`config.mk`:
```
export PLATFORM = sky130hd
export DESIGN_NAME = tfn_qstep
export DESIGN_NICKNAME = d
export VERILOG_FILES = /design/src/tfn_pkg.sv /design/src/tfn_qstep.sv
export SDC_FILE = /design/constraint.sdc
export NUM_CORES = 2
export LEC_CHECK = 0
export BUFFER_PORTS_ARGS = -buffer_cell sky130_fd_sc_hd__buf_2
export CAP_MARGIN = 20
export CORE_AREA = 2 2 686 688
export DETAILED_ROUTE_END_ITERATION = 8
export DIE_AREA = 0 0 688 690
export PLACE_DENSITY = 0.3
export SLEW_MARGIN = 20
export SYNTH_ARGS = -nofsm -noshare
export SYNTH_HDL_FRONTEND = slang
export SYNTH_SLANG_ARGS = --single-unit
```
`constraint.sdc`:
```
create_clock -name clk -period 7.89 [get_ports clk]
set_input_delay 0.789 -clock clk [delete_from_list [all_inputs] [get_ports clk]]
set_output_delay 0.789 -clock clk [all_outputs]
set_load 0.01 [all_outputs]
```
`src/tfn_pkg.sv`:
```
// ----------------------------------------------------------------------------
// tfn_pkg
// Shared types and fixed constants of the triangle face normal pipeline.
// ----------------------------------------------------------------------------
package tfn_pkg;

  // Q1.14 output: 16384 is 1.0
  localparam int NORM_BITS  = 16;
  localparam int Q_BITS     = 15;
  localparam int NUM_STEPS  = 15;
  // 2^30 = 16384^2 * 4, scale of the rounding compare
  localparam int SCALE_BITS = 30;
  localparam int COMPS      = 3;

  // sideband that travels with every pipeline stage
  typedef struct packed {
    logic valid;
    logic last;
  } side_t;

endpackage

```
`src/tfn_qstep.sv`:
```
// ----------------------------------------------------------------------------
// tfn_qstep
// One bit of the rounded quotient for all three components. Keeps
// P = t^2*s and Q = t*s for t = 2q-1, so a trial bit needs only shifts/adds.
// ----------------------------------------------------------------------------
module tfn_qstep #(
  parameter int COORD_BITS = 16,
  parameter int BIT        = 14
) (
  input  logic                                  clk,
  input  logic                                  rst,
  input  tfn_pkg::side_t                        side_in,
  input  logic [4*COORD_BITS+5:0]               ssum_in,
  input  logic [4*COORD_BITS+3:0]               c2_in [3],
  input  logic                                  sign_in [3],
  input  logic [4*COORD_BITS+35:0]              p_in [3],
  input  logic signed [4*COORD_BITS+21:0]       t_in [3],
  input  logic [tfn_pkg::Q_BITS-1:0]            q_in [3],
  output tfn_pkg::side_t                        side_out,
  output logic [4*COORD_BITS+5:0]               ssum_out,
  output logic [4*COORD_BITS+3:0]               c2_out [3],
  output logic                                  sign_out [3],
  output logic [4*COORD_BITS+35:0]              p_out [3],
  output logic signed [4*COORD_BITS+21:0]       t_out [3],
  output logic [tfn_pkg::Q_BITS-1:0]            q_out [3]
);
  import tfn_pkg::*;

  localparam int SQW = 4 * COORD_BITS + 4;
  localparam int SW  = SQW + 2;
  localparam int PW  = SQW + SCALE_BITS + 2;
  localparam int QW  = SW + 16;

  logic [PW-1:0]        s_wide;
  logic signed [QW-1:0] s_sgn;

  assign s_wide = {{(PW-SW){1'b0}}, ssum_in};
  assign s_sgn  = {{(QW-SW){1'b0}}, ssum_in};

  always_ff @(posedge clk) begin
    if (rst) begin
      side_out <= '0;
    end else begin
      side_out <= side_in;
    end
  end

  always_ff @(posedge clk) begin
    ssum_out <= ssum_in;
  end

  for (genvar i = 0; i < COMPS; i++) begin : g_comp
    logic [PW-1:0] q_wide;
    logic [PW-1:0] p_cand;
    logic [PW-1:0] rhs;
    logic          take;

    assign q_wide = {{(PW-QW){t_in[i][QW-1]}}, t_in[i]};
    assign p_cand = p_in[i] + (q_wide << (BIT + 2)) + (s_wide << (2 * BIT + 2));
    assign rhs    = {2'b00, c2_in[i], {SCALE_BITS{1'b0}}};
    // q saturates at 1.0: once bit 14 is set no lower bit may join
    assign take   = !q_in[i][Q_BITS-1] && (p_cand <= rhs);

    always_ff @(posedge clk) begin
      c2_out[i]   <= c2_in[i];
      sign_out[i] <= sign_in[i];
      if (take) begin
        p_out[i] <= p_cand;
        t_out[i] <= t_in[i] + (s_sgn <<< (BIT + 1));
        q_out[i] <= q_in[i] | (Q_BITS'(1) << BIT);
      end else begin
        p_out[i] <= p_in[i];
        t_out[i] <= t_in[i];
        q_out[i] <= q_in[i];
      end
    end
  end

endmodule

```
Word level (Yosys, flattened, before mapping) --
Cells that the tools add are included.
Storage, ports and cells: register bits after elaboration 882, input port bits 884, output and inout bits 882
Operators by class: add/subtract/negate cells 9, $lt $le $gt $ge 3, muxes and demuxes 6, reductions and logical operators 6
Operators with widths (count):
- adder 100 bit | 6
- less-or-equal comparator 100 x 98 -> 1 bit | 3
- 2-to-1 mux 100 bit | 3
- adder 86 bit | 3
- 2-to-1 mux 86 bit | 3
- logical AND 1 bit | 3
- logical NOT 1 bit | 3

Depth between registers and ports, before layout --
depth after elaboration 5, gate-level depth with buffers 29, mapped depth without buffers 26

Least setup slack after synthesis --
No wires, ideal clock.
path type input -> register, start point input ssum_in[19], end point register t_out[165] (netlist bit), arrival time 7.453 ns, data required time 7.767 ns, setup slack 0.314 ns, stages 27, path buffers 3, cells stage by stage fa_1 > ha_1 > clkbuf_1 > nand4_1 > or2_2 > a2bb2oi_1 > a21oi_1 > nor3_1 > o41ai_1 > a21oi_1 > o21ai_0 > a21boi_0 > xnor2_1 > ha_1 > nand4_1 > or3_1 > nand3b_1 > nor4_2 > nand3_1 > or4b_1 > o211a_1 > or4_1 > or3_4 > nand2_4 > buf_8 > buf_6 > mux2_1
Between the ends: longest elaborated chain between the ends 4, elaborated cells between the ends (all ways) 5
Ends and longest elaborated chain:
- start: declaration | RTL line tfn_qstep.sv:13 | input logic [4*COORD_BITS+5:0] ssum_in,
- adder 100 bit | RTL line tfn_qstep.sv:59 | assign p_cand = p_in[i] + (q_wide << (BIT + 2)) + (s_wide << (2 * BIT + 2));
- less-or-equal comparator 100 x 98 -> 1 bit | RTL line tfn_qstep.sv:62 | assign take = !q_in[i][Q_BITS-1] && (p_cand <= rhs);
- logical AND 1 bit | RTL line tfn_qstep.sv:62
- 2-to-1 mux 86 bit (*) | RTL line tfn_qstep.sv:67 | if (take) begin
- end signal: indexed assignment | RTL line tfn_qstep.sv:69 | t_out[i] <= t_in[i] + (s_sgn <<< (BIT + 1));
- end signal: indexed assignment | RTL line tfn_qstep.sv:73 | t_out[i] <= t_in[i];
- end: declaration | RTL line tfn_qstep.sv:24 | output logic signed [4*COORD_BITS+21:0] t_out [3],
Every way passes the cells marked *; elsewhere a longest branch is shown, timed or not. A chain may end at the register's enable or synchronous reset.

Worst setup path after layout --
start point input ssum_in[0], end point register p_out[146] (netlist bit)
Between the ends: longest elaborated chain between the ends 4
Ends and longest elaborated chain:
- adder 100 bit (*) | RTL line tfn_qstep.sv:59
- less-or-equal comparator 100 x 98 -> 1 bit | RTL line tfn_qstep.sv:62
- logical AND 1 bit | RTL line tfn_qstep.sv:62
- 2-to-1 mux 100 bit (*) | RTL line tfn_qstep.sv:67
- end signal: indexed assignment | RTL line tfn_qstep.sv:68 | p_out[i] <= p_cand;
- end signal: indexed assignment | RTL line tfn_qstep.sv:72 | p_out[i] <= p_in[i];
- end: declaration | RTL line tfn_qstep.sv:23 | output logic [4*COORD_BITS+35:0] p_out [3],
Marked as above.

==> flow_metrics.tcl <==
set metrics [dict create \
    hold_violations 0 \
    instances_no_fill 16800 \
    worst-path-buf-inv 11 \
    synth-seq-cells 882 \
    wirelength_um 505000 \
    clock_sinks 882 \
    grt_pass1_vias 71900 \
    synthCells 6767 \
    cp.depth 34 \
    die_h_um 690 \
    cp_data_arrival_time_ns 8.68 \
    timing.slew.headroom 0.301 \
    cts_htree_levels 4 \
    final_cell_mix "1743 x buf_2, 1661 x buf_4, 882 x dfxtp_1" \
    portBuffers 1765 \
    grt_max_degree 92 \
    num_vias 68700 \
    pin_count 1766 \
    p_leak_nw 46.7 \
    crit_path_end_kind "register" \
    cpMostUsedCell "buf_6" \
    antenna_found_initial 203 \
    initial_core_util 0.131 \
    postRouteAntennaNets 0 \
    yosys.area_share.simple 0.131 \
    min_path_cells 1 \
    crit_path_start_kind "primary input" \
    ys_warn_count 0 \
    cts_buffer_depth 4 \
    ys.flop_type "dfxtp_1" \
    final_common_cell "buf_2" \
    drv_cap 0 \
    synth_top_family_by_area "adder cells" \
    avgSynthCellArea_sq_um 9.01 \
    synth-adder-area-share 0.214 \
    worst_pin_slew_ns 1.04 \
    drv_slew 0 \
    hold_ws_ns 0.0831 \
    cp_top_family "simple AND/OR/NAND/NOR gates" \
    worstPathRequired_ns 8.62 \
    area_growth_pct 65.2 \
    drive_gt1_frac 0.415 \
    yosysSeqAreaShare 0.290 \
    grt_usage 0.204 \
    setup_viol 42 \
    power_density_nw_per_um2 257 \
    synth_edf_count 0 \
    drt_iter0_drc 4148 \
    dr.pass1.iters 5 \
    max_freq_ghz 0.126 \
    crit_type "in -> reg" \
    synthMuxAreaShare 0.0641 \
    clkTransAtPathRegs_ns 0.06 \
    placed_cells 16200 \
    numCtsBuffers 136 \
    final_nets 12200 \
    period_needed_ns 7.95 \
    dp.final_hpwl_um 448000 \
    setup_ws_ns -0.0599 \
    critPathMaxFanout 6 \
    grt_pass1_wl_um 655000 \
    place_congestion 0.936 \
    synth_xor_area_frac 0.0594 \
    fin_crit_sh 1.01 \
    cts-root-buf "clkbuf_16" \
    status "complete, but fails checks" \
    netlist_area_sq_um 60900 \
    synth_cell_type_count 87 \
    synth_compound_area_frac 0.201 \
    cts_tree "yes" \
    rows 251 \
    hold_class "in -> reg" \
    violations "negative setup slack" \
    slowest_delay_ns 0.53 \
    vias_per_cell 4.09 \
    cpMaxStageDelayCell "fa_2" \
    coreArea_sq_um 467000 \
    gr-total-overflow 0 \
    rsz0062_at_grt "yes" \
    irDropWorstVdd_mv 0.151 \
    die_x_um 688 \
    async_flop_share 0 \
    dieArea_sq_um 475000 \
    drc 0 \
    postSynthNetCount 8566 \
    wl_per_cell_um 30.1 \
]
## synth_stat cells (13+ instances only)
cell / n / area, sq um
buf_2: 29 / 145
nand2b_1: 53 / 332
inv_1: 362 / 1360
nor4_1: 42 / 263
nand3_1: 146 / 731
xor2_1: 167 / 1460
nand2_1: 545 / 2050
a21boi_0: 25 / 188
o211ai_1: 47 / 353
or3_1: 27 / 169
o21ai_0: 425 / 2130
and2_1: 37 / 231
and3_1: 54 / 338
mux2_2: 261 / 2940
nor3_1: 104 / 521
o31ai_1: 30 / 225
fa_1: 213 / 4260
a211o_1: 18 / 158
clkbuf_1: 213 / 800
a21oi_1: 618 / 3090
ha_1: 702 / 8780
o21bai_1: 96 / 721
nor2b_1: 60 / 375
nor2_1: 309 / 1160
and4_1: 16 / 140
a221oi_1: 22 / 193
a31oi_1: 62 / 388
dfxtp_1: 882 / 17700
o2111ai_1: 13 / 114
mux2_1: 75 / 845
a311oi_1: 15 / 131
a31o_2: 16 / 140
a21o_1: 266 / 2000
or4_1: 14 / 105
nand4_1: 178 / 1110
o221ai_1: 16 / 140
or2_2: 24 / 150
o21a_1: 68 / 510
a211oi_1: 56 / 420
a2111oi_0: 14 / 123
o22ai_1: 14 / 87.6
xnor2_1: 246 / 2150
## state kept, by name, summed over array words and instances (netlist names)
register / flops
c2_out: 204
p_out: 300
q_out: 45
side_out: 2
sign_out: 3
ssum_out: 70
t_out: 258
## routing by layer
layer | wire length (um) | up-vias | share of wire | GRT usage
li1 | - | 32000 | - | -
met1 | 198000 | 33800 | 0.39 | 0.231
met2 | 260000 | 2184 | 0.51 | 0.379
met3 | 25100 | 610 | 0.050 | 0.0335
met4 | 22200 | 60 | 0.044 | 0.0739
met5 | 414 | - | 0.00082 | 0
## path summary, 6_finish.rpt
check | start | end | slack [ns]
min | c2_in[95] | c2_out[95]$_DFF_P_ | 0.08
max | ssum_in[0] | p_out[146]$_DFF_P_ | -0.06
## cell families after synthesis
| kind of cell | after synthesis |
|---|---|
| flops | 882 |
| simple gates | 1646 |
| compound gates | 1939 |
| buf+inv | 624 |
| fa+ha+maj | 915 |
| xor+xnor | 413 |
| mux | 348 |
## through the flow
stage                     cell area [sq um]  total power (W)   util  setup WS, ns  TNS, ns
after CTS                             99500           0.0262  0.213        -0.108    -2.23
after global placement                90300           0.0186  0.193         -2.31  -888.20
after floorplan                       60900           0.0107      -         0.314        0
final                                101000           0.0259  0.216       -0.0599   -0.836
after global routing                 101000           0.0274  0.216        -0.280   -40.56
after detailed placement              90300           0.0186  0.193         -2.19  -873.57
## repair_timing
action	CTS	global route
buffers inserted	58	27
hold buffers	212	0
endpoints found under the setup margin	466	460
endpoints found under the hold margin	212	0
resized for setup	279	148
cloned	14	5
pin swaps	96	65
## power breakdown
part	total [W]	leakage [nW]	switching, W	internal [W]
sequential	0.00546	7.44	0.000380	0.00508
clock	0.00668	2.32	0.00268	0.00400
combinational	0.0138	37.0	0.00767	0.00610
## area by class of cell
cell class / count / area (sq um)
clock inverter: 65 / 921
fill: 51900 / 366000
timing repair buffer: 3765 / 26200
inverter: 362 / 1360
tap: 6198 / 7750
sequential: 882 / 17700
multi-input combinational: 5261 / 42700
antenna: 74 / 185
clock buffer: 174 / 3840
Power figures use the tool's default switching activity.
